==> src/hdl/abs_pkg.sv <==
// Shared types, codes and constants for the alternating-bit sender.
// Used by abs_csum, alternating_bit_sender_unit and the bench; depends on nothing.
package abs_pkg;

	localparam int FRAME_BYTES   = 20;
	localparam int PAYLOAD_BYTES = 20;
	localparam int FRAME_W       = 8 * FRAME_BYTES;
	localparam int SUM_W         = 13;
	localparam int HDR_SUM_W     = 11;

	typedef enum logic [1:0] {
		CMD_MSG     = 2'd0,
		CMD_ACK     = 2'd1,
		CMD_TIMEOUT = 2'd2,
		CMD_NONE    = 2'd3
	} abs_cmd_t;

	typedef enum logic [2:0] {
		ST_SENT       = 3'd0,
		ST_BUSY       = 3'd1,
		ST_CORRUPT    = 3'd2,
		ST_UNEXPECTED = 3'd3,
		ST_ACCEPTED   = 3'd4,
		ST_RESENT     = 3'd5
	} abs_status_t;

	typedef enum logic [1:0] {
		PH_IDLE0 = 2'd0,
		PH_WAIT0 = 2'd1,
		PH_IDLE1 = 2'd2,
		PH_WAIT1 = 2'd3
	} abs_phase_t;

	typedef struct packed {
		logic [1:0]         command;
		logic [63:0]        data_bytes_lo;
		logic [63:0]        data_bytes_mid;
		logic [31:0]        data_bytes_hi;
		logic signed [31:0] rx_seq_field;
		logic signed [31:0] rx_ack_field;
		logic signed [31:0] rx_check_field;
	} abs_in_t;

	typedef struct packed {
		abs_status_t        status;
		logic               tx_valid;
		logic               tx_seq_bit;
		logic [SUM_W-1:0]   tx_sum;
		logic [63:0]        tx_bytes_lo;
		logic [63:0]        tx_bytes_mid;
		logic [31:0]        tx_bytes_hi;
		logic               timer_start;
		logic               timer_stop;
	} abs_out_t;

endpackage

==> src/hdl/abs_csum.sv <==
// Payload masking and byte-sum checksum terms for one incoming word.
// Depends on abs_pkg.
module abs_csum (
	input  abs_pkg::abs_in_t                 word,
	output logic [abs_pkg::FRAME_W-1:0]      payload,
	output logic [abs_pkg::SUM_W-1:0]        pay_sum,
	output logic [abs_pkg::HDR_SUM_W-1:0]    hdr_sum
);

	logic [abs_pkg::FRAME_W-1:0] raw;
	logic [9:0]                  grp_sum [abs_pkg::FRAME_BYTES/4];

	assign raw = {word.data_bytes_hi, word.data_bytes_mid, word.data_bytes_lo};

	// Bytes past the configured payload length are carried and summed as zero.
	always_comb begin
		for (int i = 0; i < abs_pkg::FRAME_BYTES; i++) begin
			if (i < abs_pkg::PAYLOAD_BYTES) begin
				payload[8*i +: 8] = raw[8*i +: 8];
			end else begin
				payload[8*i +: 8] = 8'd0;
			end
		end
	end

	// Two-level sum: four bytes per group, then the groups.
	always_comb begin
		for (int g = 0; g < abs_pkg::FRAME_BYTES/4; g++) begin
			grp_sum[g] = 10'(payload[32*g +: 8]) + 10'(payload[32*g+8 +: 8])
				+ 10'(payload[32*g+16 +: 8]) + 10'(payload[32*g+24 +: 8]);
		end
		pay_sum = '0;
		for (int g = 0; g < abs_pkg::FRAME_BYTES/4; g++) begin
			pay_sum = pay_sum + abs_pkg::SUM_W'(grp_sum[g]);
		end
	end

	assign hdr_sum =
		abs_pkg::HDR_SUM_W'(word.rx_seq_field[7:0]) + abs_pkg::HDR_SUM_W'(word.rx_seq_field[15:8])
		+ abs_pkg::HDR_SUM_W'(word.rx_seq_field[23:16]) + abs_pkg::HDR_SUM_W'(word.rx_seq_field[31:24])
		+ abs_pkg::HDR_SUM_W'(word.rx_ack_field[7:0]) + abs_pkg::HDR_SUM_W'(word.rx_ack_field[15:8])
		+ abs_pkg::HDR_SUM_W'(word.rx_ack_field[23:16]) + abs_pkg::HDR_SUM_W'(word.rx_ack_field[31:24]);

endmodule

==> src/hdl/alternating_bit_sender_unit.sv <==
// Alternating-bit sender: each word is one event; every command but CMD_NONE is answered
// by one result word. An accepted event word passes through the input register, then the
// result register. It takes one word per cycle while res_ready keeps results moving.
// A result waiting on res_ready stalls the input once the input register is full.
// Reset clears the phase, the stored packet and both valid flags at once.
// Depends on abs_pkg and abs_csum.
module alternating_bit_sender_unit (
	input  logic              clk,
	input  logic              arst_n,
	input  logic              cmd_valid,
	output logic              cmd_ready,
	input  abs_pkg::abs_in_t  cmd,
	output logic              res_valid,
	input  logic              res_ready,
	output abs_pkg::abs_out_t res
);

	logic                          valid_s1;
	abs_pkg::abs_cmd_t             command_s1;
	logic [abs_pkg::FRAME_W-1:0]   payload_s1;
	logic [abs_pkg::SUM_W-1:0]     pay_sum_s1;
	logic [abs_pkg::HDR_SUM_W-1:0] hdr_sum_s1;
	logic [31:0]                   rx_ack_s1;
	logic [31:0]                   rx_check_s1;

	logic [abs_pkg::FRAME_W-1:0]   payload_d;
	logic [abs_pkg::SUM_W-1:0]     pay_sum_d;
	logic [abs_pkg::HDR_SUM_W-1:0] hdr_sum_d;

	abs_pkg::abs_phase_t           phase_q, phase_d;
	logic                          saved_seq_q, saved_seq_d;
	logic [abs_pkg::FRAME_W-1:0]   saved_payload_q, saved_payload_d;
	logic [abs_pkg::SUM_W-1:0]     saved_sum_q, saved_sum_d;

	abs_pkg::abs_out_t             res_d;
	logic                          res_has_d;
	logic                          res_valid_q;
	abs_pkg::abs_out_t             res_q;

	logic                          advance;
	logic                          take_s1;
	logic [abs_pkg::SUM_W-1:0]     ack_sum;
	logic                          send_seq;

	abs_csum u_csum (
		.word    (cmd),
		.payload (payload_d),
		.pay_sum (pay_sum_d),
		.hdr_sum (hdr_sum_d)
	);

	assign advance   = !res_valid_q || res_ready;
	assign take_s1   = valid_s1 && advance;
	assign cmd_ready = !valid_s1 || advance;

	always_ff @(posedge clk or negedge arst_n) begin
		if (!arst_n) begin
			valid_s1 <= 1'b0;
		end else if (cmd_ready) begin
			valid_s1 <= cmd_valid;
		end
	end

	always_ff @(posedge clk) begin
		if (cmd_ready && cmd_valid) begin
			command_s1  <= abs_pkg::abs_cmd_t'(cmd.command);
			payload_s1  <= payload_d;
			pay_sum_s1  <= pay_sum_d;
			hdr_sum_s1  <= hdr_sum_d;
			rx_ack_s1   <= cmd.rx_ack_field;
			rx_check_s1 <= cmd.rx_check_field;
		end
	end

	assign ack_sum  = abs_pkg::SUM_W'(hdr_sum_s1) + pay_sum_s1;
	assign send_seq = (phase_q == abs_pkg::PH_IDLE1);

	always_comb begin
		phase_d         = phase_q;
		saved_seq_d     = saved_seq_q;
		saved_payload_d = saved_payload_q;
		saved_sum_d     = saved_sum_q;
		res_d           = '0;
		res_has_d       = 1'b1;
		case (command_s1)
			abs_pkg::CMD_MSG: begin
				if (phase_q inside {abs_pkg::PH_WAIT0, abs_pkg::PH_WAIT1}) begin
					res_d.status = abs_pkg::ST_BUSY;
				end else begin
					saved_seq_d     = send_seq;
					saved_payload_d = payload_s1;
					saved_sum_d     = pay_sum_s1 + abs_pkg::SUM_W'(send_seq);
					phase_d         = send_seq ? abs_pkg::PH_WAIT1 : abs_pkg::PH_WAIT0;
					res_d.status       = abs_pkg::ST_SENT;
					res_d.tx_valid     = 1'b1;
					res_d.tx_seq_bit   = send_seq;
					res_d.tx_sum       = saved_sum_d;
					res_d.tx_bytes_lo  = payload_s1[63:0];
					res_d.tx_bytes_mid = payload_s1[127:64];
					res_d.tx_bytes_hi  = payload_s1[159:128];
					res_d.timer_start  = 1'b1;
				end
			end
			abs_pkg::CMD_ACK: begin
				// Checksum test first, then phase, then the exact ack number.
				if (rx_check_s1 != {{(32-abs_pkg::SUM_W){1'b0}}, ack_sum}) begin
					res_d.status = abs_pkg::ST_CORRUPT;
				end else if (phase_q inside {abs_pkg::PH_IDLE0, abs_pkg::PH_IDLE1}) begin
					res_d.status = abs_pkg::ST_UNEXPECTED;
				end else if (rx_ack_s1 != {31'd0, phase_q == abs_pkg::PH_WAIT1}) begin
					res_d.status = abs_pkg::ST_UNEXPECTED;
				end else begin
					phase_d = (phase_q == abs_pkg::PH_WAIT0) ? abs_pkg::PH_IDLE1
						: abs_pkg::PH_IDLE0;
					res_d.status     = abs_pkg::ST_ACCEPTED;
					res_d.timer_stop = 1'b1;
				end
			end
			abs_pkg::CMD_TIMEOUT: begin
				res_d.status       = abs_pkg::ST_RESENT;
				res_d.tx_valid     = 1'b1;
				res_d.tx_seq_bit   = saved_seq_q;
				res_d.tx_sum       = saved_sum_q;
				res_d.tx_bytes_lo  = saved_payload_q[63:0];
				res_d.tx_bytes_mid = saved_payload_q[127:64];
				res_d.tx_bytes_hi  = saved_payload_q[159:128];
				res_d.timer_start  = 1'b1;
			end
			default: begin
				res_has_d = 1'b0;
			end
		endcase
	end

	always_ff @(posedge clk or negedge arst_n) begin
		if (!arst_n) begin
			phase_q         <= abs_pkg::PH_IDLE0;
			saved_seq_q     <= 1'b0;
			saved_payload_q <= '0;
			saved_sum_q     <= '0;
		end else if (take_s1) begin
			phase_q         <= phase_d;
			saved_seq_q     <= saved_seq_d;
			saved_payload_q <= saved_payload_d;
			saved_sum_q     <= saved_sum_d;
		end
	end

	always_ff @(posedge clk or negedge arst_n) begin
		if (!arst_n) begin
			res_valid_q <= 1'b0;
		end else if (take_s1 && res_has_d) begin
			res_valid_q <= 1'b1;
		end else if (res_ready) begin
			res_valid_q <= 1'b0;
		end
	end

	always_ff @(posedge clk) begin
		if (take_s1 && res_has_d) begin
			res_q <= res_d;
		end
	end

	assign res_valid = res_valid_q;
	assign res       = res_q;

	a_tx_matches_status: assert property (@(posedge clk) disable iff (!arst_n)
		res_valid_q |-> (res_q.tx_valid == (res_q.status == abs_pkg::ST_SENT
			|| res_q.status == abs_pkg::ST_RESENT)))
		else $error("tx_valid disagrees with status");

	a_stop_only_on_accept: assert property (@(posedge clk) disable iff (!arst_n)
		res_valid_q && res_q.timer_stop |-> res_q.status == abs_pkg::ST_ACCEPTED)
		else $error("timer_stop without an accepted ack");

	a_sent_then_waiting: assert property (@(posedge clk) disable iff (!arst_n)
		take_s1 && res_has_d && res_d.status == abs_pkg::ST_SENT |=>
			(phase_q == abs_pkg::PH_WAIT0 || phase_q == abs_pkg::PH_WAIT1))
		else $error("phase not waiting after a send");

	a_phase_holds: assert property (@(posedge clk) disable iff (!arst_n)
		!take_s1 |=> $stable(phase_q))
		else $error("phase changed without an event");

endmodule

==> config.mk <==
export PLATFORM = sky130hd
export DESIGN_NAME = alternating_bit_sender_unit
export DESIGN_NICKNAME = d
export VERILOG_FILES = /design/src/hdl/abs_pkg.sv /design/src/hdl/abs_csum.sv /design/src/hdl/alternating_bit_sender_unit.sv
export SDC_FILE = /design/constraint.sdc
export NUM_CORES = 1
export LEC_CHECK = 0
export BUFFER_PORTS_ARGS = -buffer_cell sky130_fd_sc_hd__buf_4
export CAP_MARGIN = 30
export CELL_PAD_IN_SITES_DETAIL_PLACEMENT = 1
export CELL_PAD_IN_SITES_GLOBAL_PLACEMENT = 1
export CORE_UTILIZATION = 45
export DETAILED_ROUTE_END_ITERATION = 10
export GPL_TIMING_DRIVEN = 0
export PLACE_DENSITY_LB_ADDON = 0.1
export SETUP_SLACK_MARGIN = 0.5
export SLEW_MARGIN = 25
export SYNTH_ARGS = -nofsm -noshare
export SYNTH_HDL_FRONTEND = slang
export SYNTH_SLANG_ARGS = --single-unit
==> constraint.sdc <==
create_clock -name clk -period 19.9 [get_ports clk]
set_input_delay 3.98 -clock clk [delete_from_list [all_inputs] [get_ports clk]]
set_output_delay 3.98 -clock clk [all_outputs]
set_load 0.01 [all_outputs]
==> results.ini, run 1 <==
[run_status]
run_status = finished clean

[die]
fp.coreArea_um2 = 64700
dieArea_um2 = 66700
initial_core_util_pct = 45.7
fp.dieW_um = 258
rows = 93
die_y_um = 258
boundaryPins = 444

[sta]
rsz0062_at_grt = false
finalClockSkew_ns = 0.0224
finalSetupViolations = 0
period_share_pct = 49.1
period_needed_ns = 9.76
relSlewSlack_pct = 31.8
maxSlewViolCount = 0
layout_setup_ws_ns = 10.14
tightest_slew_ns = 1.02
max_freq_ghz = 0.102
hold_violations = 0
fin_tns_setup_ns = 0

[worst_setup_path]
endpoint_kind = flop
start_kind = primary input
path_delay_family = adder cells
crit_path_top_delay_cell = or4_1
critPathBufInv = 6
critPathMaxFanout = 7
r2r_setup_slack_ns = 16.55
r2r.worst_path.cells = 10
slowest_delay_ns = 0.54
regToRegStartpoint = pay_sum_s1[0]
crit_required_ns = 20.37
critical_path_class = in2reg
rr_endpoint = phase_q[1]
worst_ep_arrival_time_ns = 10.23

[clock_tree]
clk_transition_reported_paths_ns = 0.06
post_cts_buffers = 0
clock_latency_ns = 0.62
hold_buffers = 0
clock_path_buffers = 3
cts_buffers = 68
htree_levels = 3
ctsResizeCount = 0
cts_tree = built
numClockSinks = 607
cts_root_buf = clkbuf_16

[route]
drt_iter0_markers = 908
dr.pass1.iters = 5
avgRoutedWirePerCell_um = 22.4
via_per_inst = 5.31
drcViolationCount = 0
via_count = 18800
detail-route-antenna-nets = 0
routed_wl_mm = 79.3

[logic_synthesis]
syn_avg_cell_area_um2 = 14.1
synthesis.area_um2 = 29500
syn_inst = 2099
synth_top_family_by_area = adder cells
syn-num-nets = 2610
synthDominantCellAreaShare_pct = 43.6
yosysWarningCount = 0
ys.flop_type = edfxtp_1
yosys.area_share.simple_pct = 3.63
synth_xor_area_share_pct = 3.37
synthAdderAreaFrac_pct = 13.4
ys_async_sr_fraction_pct = 29.3
synth_largest_area_cell = edfxtp_1
synth_mux_area_share_pct = 6.51
ys_ff_latch = 607
synth_compound_area_share_pct = 9.65
ys_seq_area_share_pct = 58.7
synth.area.top_cells = edfxtp_1, dfrtp_1, fa_1
synth_cell_types = 71
synth-edff-count = 429

[layout]
layout_common_cells = buf_4, edfxtp_1, inv_1
fill_cells = 6426
layout-drive-gt1-share_pct = 28.2
finalNonFillerCells = 3543
area_growth_pct = 24.3
multi_input_area_um2 = 10800
regArea_um2 = 17300
nets = 3142
final_common_cell = buf_4

[place]
io_buffers = 443
gp_congestion = 0.825
placedCellCount = 3415
dp_hpwl_mm = 60.7
place_ws_ns = 9.56

[global_routing]
grt.overflow.total = 0
grt.total_usage_pct = 24.1
grt_pass1_vias = 20600
grt_pass1_wl_mm = 121
antenna_found_initial = 4
grt_max_degree = 81

[pwr]
ir_worst_vdd_uv = 267
p_leak_nw = 16.2
p_per_area_nw_per_um2 = 177

[min_path]
hold_class = reg2reg
holdPathEnd = saved_sum_q[11]
hold_depth = 2
hold_path_startpoint = saved_sum_q[11]

[job]
drv_cap = 0

[worst max-delay path by stage]
stage / startpoint / endpoint / cells past startpoint
2_1_floorplan: res_ready / res[0] / 3
3_3_place_gp: res_ready / res[23] / 4
3_5_place_dp: cmd[224] / pay_sum_s1[11] / 27
4_1_cts: cmd[224] / pay_sum_s1[11] / 27
5_1_grt: cmd[224] / pay_sum_s1[11] / 27
6_report: cmd[224] / pay_sum_s1[11] / 27
[worst reg2reg max path: cells and delay by family (launching register included)]
kind | cells | cell delay [ns]
compound gates | 2 | 0.58
flops | 1 | 0.53
buf+inv | 1 | 0.06
simple gates | 4 | 1.01
fa+ha+maj | 2 | 0.68
mux | 1 | 0.36
[report_power, final]
part	internal [W]	switching [W]
clock network	0.000790	0.000511
logic	0.00143	0.00187
registers	0.00178	0.000135
[routing by layer]
layer | track usage (%) | wire length [um]
met1 | 31.4 | 33800
met2 | 41.7 | 40600
met3 | 3.30 | 2880
met4 | 7.56 | 2070
met5 | 0 | 13
[synthesized netlist by cell type (all sizes together) (11+ instances only)]
library cell / number
dfrtp: 178
a21o: 36
nand3: 19
clkbuf: 41
nand4: 11
fa: 111
xor2: 43
ha: 138
mux2: 169
a21oi: 84
nand2b: 12
nor2b: 13
inv: 301
nor2: 27
edfxtp: 429
xnor2: 68
buf: 23
nor4: 20
o21ai: 55
nor3: 16
nand2: 51
a22o: 167
o21bai: 21
[metrics by stage]
stage,instance area (um^2),total power [W],hold slack (ns),util (%)
6_report,36700,0.00651,0.485,56.8
5_1_grt,36700,0.00701,0.512,56.8
4_1_cts,36700,0.00656,0.490,56.7
3_5_place_dp,34400,0.00520,0.476,53.2
3_3_place_gp,33900,0.00508,0.463,52.4
2_1_floorplan,29500,0.00427,0.450,-
[layout make-up]
type	instances	share of cell area, %
buffer	64	0.760
multi-input combinational	1127	29.4
clock buffer	93	5.17
sequential	607	47.2
antenna	3	0.0204
inverter	301	3.08
clock inverter	31	1.13
timing repair buffer	462	10.3
tap	855	2.91
[registers in the layout, summed over array words and instances, names as in the netlist, 2 cells and up]
| signal | flops |
|---|---|
| hdr_sum_s1 | 11 |
| pay_sum_s1 | 13 |
| phase_q | 2 |
| command_s1 | 2 |
| saved_sum_q | 13 |
| res | 179 |
| payload_s1 | 160 |
| rx_check_s1 | 32 |
| rx_ack_s1 | 32 |
| saved_payload_q | 160 |
[cells by family (layout without fill, tap and decap cells)]
family	Yosys count	after routing
AOI/OAI and AO/OA	394	394
xor gates and xnor gates	112	112
adders and majority gates	249	249
buffers and inverters	365	951
DFF	607	607
muxes	171	171
other	0	3
and+or+nand+nor	201	201
Note: power is estimated with default switching activity, not from simulation.
==> run 2, diff against run 1 <==
--- a/config.mk
+++ b/config.mk
@@ -5,11 +5,12 @@
 export SDC_FILE = /design/constraint.sdc
 export NUM_CORES = 1
 export LEC_CHECK = 0
+export ABC_AREA = 1
 export BUFFER_PORTS_ARGS = -buffer_cell sky130_fd_sc_hd__buf_4
 export CAP_MARGIN = 30
 export CELL_PAD_IN_SITES_DETAIL_PLACEMENT = 1
 export CELL_PAD_IN_SITES_GLOBAL_PLACEMENT = 1
-export CORE_UTILIZATION = 45
+export CORE_UTILIZATION = 41
 export DETAILED_ROUTE_END_ITERATION = 10
 export GPL_TIMING_DRIVEN = 0
 export PLACE_DENSITY_LB_ADDON = 0.1
==> constraint.sdc (replaced) <==
create_clock -name clk -period 8.2 [get_ports clk]
set_input_delay 1.64 -clock clk [delete_from_list [all_inputs] [get_ports clk]]
set_output_delay 1.64 -clock clk [all_outputs]
set_load 0.01 [all_outputs]
==> run 2 against run 1 <==
  * Setup slack got worse by 9.2 ns
  * Critical path depth increased by 3
  * Clock skew increased by 0.0066 ns
  * Sequential power increased to 2.6 times the previous value
  * Total power increased by 150%
  * First-iteration DRC count increased by 35%
  * Via count increased by 14%
  * Area after synthesis increased by 2.2%
  * Clock power increased by 150%
  * Largest cell class unchanged
  * Die area increased by 12%
==> results.ini, run 2 <==
[global_routing]
antenna_found_initial = 3  ; -1
grt.total_usage_pct = 23.7  ; -0.38 points
grt.overflow.total = 0  ; unchanged
grt_max_degree = 90  ; +11%
grt_pass1_wl_mm = 134  ; +11%
grt_pass1_vias = 23300  ; +13%

[worst_setup_path]
critical_path_class = in2reg
crit_required_ns = 8.55  ; -11.82 ns
critPathMostFrequentCell = inv_1
crit_path_top_delay_cell = fa_1
endpoint_kind = flop
worst_ep_arrival_time_ns = 7.63  ; -2.60 ns
critPathMaxFanout = 4  ; -3
start_kind = primary input
slowest_delay_ns = 0.50  ; -0.04 ns

[logic_synthesis]
synthesis.area_um2 = 30200  ; +2.2%
syn_avg_cell_area_um2 = 11.0  ; -22%
synth_largest_area_cell = edfxtp_1
yosysWarningCount = 0  ; unchanged
syn-num-nets = 3266  ; +25%
synth_commonest_cells = inv_1, edfxtp_1, o21ai_0, nand2_1, nand3_1
synthDominantCellAreaShare_pct = 42.7  ; -0.94 points
ys_async_sr_fraction_pct = 29.3  ; unchanged
synth-edff-count = 429  ; unchanged
yosysMostFrequentCell = inv_1
synth_cell_types = 43  ; -39%
ys_ff_latch = 607  ; unchanged
ys_seq_area_share_pct = 57.4  ; -1.3 points
syn_inst = 2755  ; +31%
synth.area.top_cells = edfxtp_1, dfrtp_1, fa_1
ys.flop_type = edfxtp_1

[pwr]
ir_worst_vdd_uv = 680  ; +150%
total_power_w = 0.0161  ; +150%
p_leak_nw = 17.3  ; +6.4%
p_per_area_nw_per_um2 = 431  ; +140%

[run_status]
run_status = finished clean

[die]
dieArea_um2 = 74700  ; +12%
initial_core_util_pct = 41.4  ; -4.3 points
boundaryPins = 444  ; unchanged
fp.dieW_um = 273  ; +5.9%
fp.coreArea_um2 = 73000  ; +13%
die_y_um = 273  ; +5.9%
rows = 99  ; +6.5%

[clock_tree]
htree_levels = 3  ; unchanged
numClockSinks = 607  ; unchanged
post_cts_buffers = 0  ; unchanged
clock_latency_ns = 0.61  ; about the same
hold_buffers = 0  ; unchanged
cts_tree = built
clock_path_buffers = 3  ; unchanged
clk_transition_reported_paths_ns = 0.06  ; about the same
cts_root_buf = clkbuf_16
cts_buffers = 72  ; +5.9%

[layout]
final_cell_area_um2 = 37400  ; +1.9%
nets = 3795  ; +21%
layout-drive-gt1-share_pct = 18.2  ; -10 points
largest_reg_flops = 179  ; unchanged
final_common_cell = inv_1
fill_cells = 7879  ; +23%
area_growth_pct = 24.0
regArea_um2 = 17300  ; unchanged
multi_input_area_um2 = 10300  ; -4.3%
layout_common_cells = inv_1, buf_4, edfxtp_1

[sta]
finalSetupViolations = 0  ; unchanged
maxSlewViolCount = 0  ; unchanged
period_share_pct = 88.9
relSlewSlack_pct = 33.8  ; +2.0 points
rsz0062_at_grt = false
finalClockSkew_ns = 0.0289  ; +0.00655 ns
max_freq_ghz = 0.137
hold_violations = 0  ; unchanged
period_needed_ns = 7.29
tightest_slew_ns = 0.993  ; -0.0299 ns

[route]
dr.pass1.iters = 5  ; unchanged
drcViolationCount = 0  ; unchanged
avgRoutedWirePerCell_um = 20.4  ; -8.7%
via_per_inst = 5.01  ; -5.8%
routed_wl_mm = 88.0  ; +11%
detail-route-antenna-nets = 0  ; unchanged
via_count = 21500  ; +14%
drt_iter0_markers = 1227  ; +35%

[place]
gp_congestion = 0.850  ; +3.1%
dp_hpwl_mm = 67.4  ; +11%
placed_area_um2 = 35000  ; +1.9%
io_buffers = 443  ; unchanged

[min_path]
hold_class = reg2reg

[job]
drv_cap = 0  ; unchanged

-- run 2: changes by cell type after synthesis, moves of 18 or more --
| cell | change |
|---|---|
| nand3_1 | +198 |
| nor4_1 | -18 |
| nor2_1 | +23 |
| mux2_2 | -168 |
| a22o_1 | -167 |
| xor2_1 | +20 |
| a21o_1 | -32 |
| nand2_1 | +286 |
| xnor2_1 | -23 |
| inv_1 | +249 |
| clkbuf_1 | +34 |
| o21ai_0 | +314 |
-- run 2: metal layers --
metal  vias to the layer above  global-route usage, %  part of all wire, %
met3                       121                   4.03                  5.2
met1                     10800                   30.7                   42
met2                       518                   40.6                   50
li1                      10100                      -                    -
met4                         0                   7.20                  2.4
met5                         -                      0                    0
-- run 2: report_power, final --
group / total, W / internal [W] / switching (W) / leakage [nW]
Sequential: 0.00489 / 0.00450 / 0.000394 / 6.39
Combinational: 0.00805 / 0.00321 / 0.00484 / 9.74
Clock: 0.00319 / 0.00190 / 0.00129 / 1.13
-- run 2: critical path, delay by kind of cell --
kind,cells,cell delay [ns]
XOR/XNOR,4,1.00
AO/OA/AOI/OAI,7,1.20
adder cells (fa/ha/maj),8,2.91
buffers and inverters,7,0.55
AND/OR/NAND/NOR,4,0.31
-- run 2: layout make-up --
cell class	instances	share of cell area, %
antenna	4	0.0267
buffer	97	1.35
clock buffer	107	5.49
clock inverter	23	0.715
inverter	552	5.56
multi-input combinational	1499	27.6
sequential	607	46.3
tap	959	3.21
timing repair buffer	455	9.71
-- run 2: repair_timing --
item,4_1_cts,5_1_grt
pin swaps,1,2
setup endpoints to repair,1,2
resized for setup,2,14
-- run 2: worst paths after layout --
check,from,endpoint,slack (ns),cells past startpoint
max,cmd[224],pay_sum_s1[11],0.91,30
min,saved_payload_q[143],saved_payload_q[143],0.49,2
max reg2reg,pay_sum_s1[0],res[178],5.29,16
min reg2reg,saved_payload_q[143],saved_payload_q[143],0.49,2
max in group asynchronous,arst_n,saved_payload_q[70],6.39,2
min in group asynchronous,arst_n,saved_payload_q[14],0.96,1
-- run 2: kinds of logic after synthesis --
| kind of cell | Yosys count | share of synthesized area (%) |
|---|---|---|
| AOI/OAI and AO/OA | 507 | 8.70 |
| xor gates and xnor gates | 108 | 3.13 |
| adders and majority gates | 249 | 13.1 |
| buffers and inverters | 649 | 8.52 |
| DFF | 607 | 57.4 |
| and+or+nand+nor | 635 | 9.12 |
-- run 2: per-stage QoR --
stage	instances	TNS, ns	util (%)	hold WS (ns)	setup slack, ns
after CTS	4299	0	51.2	0.487	0.520
after global placement	4157	-727.14	47.6	0.465	-2.00
final	4303	0	51.3	0.489	0.913
after global routing	4302	0	51.3	0.508	0.514
after floorplan	2755	0	-	0.454	0.855
after detailed placement	4169	-0.249	48.0	0.474	-0.249
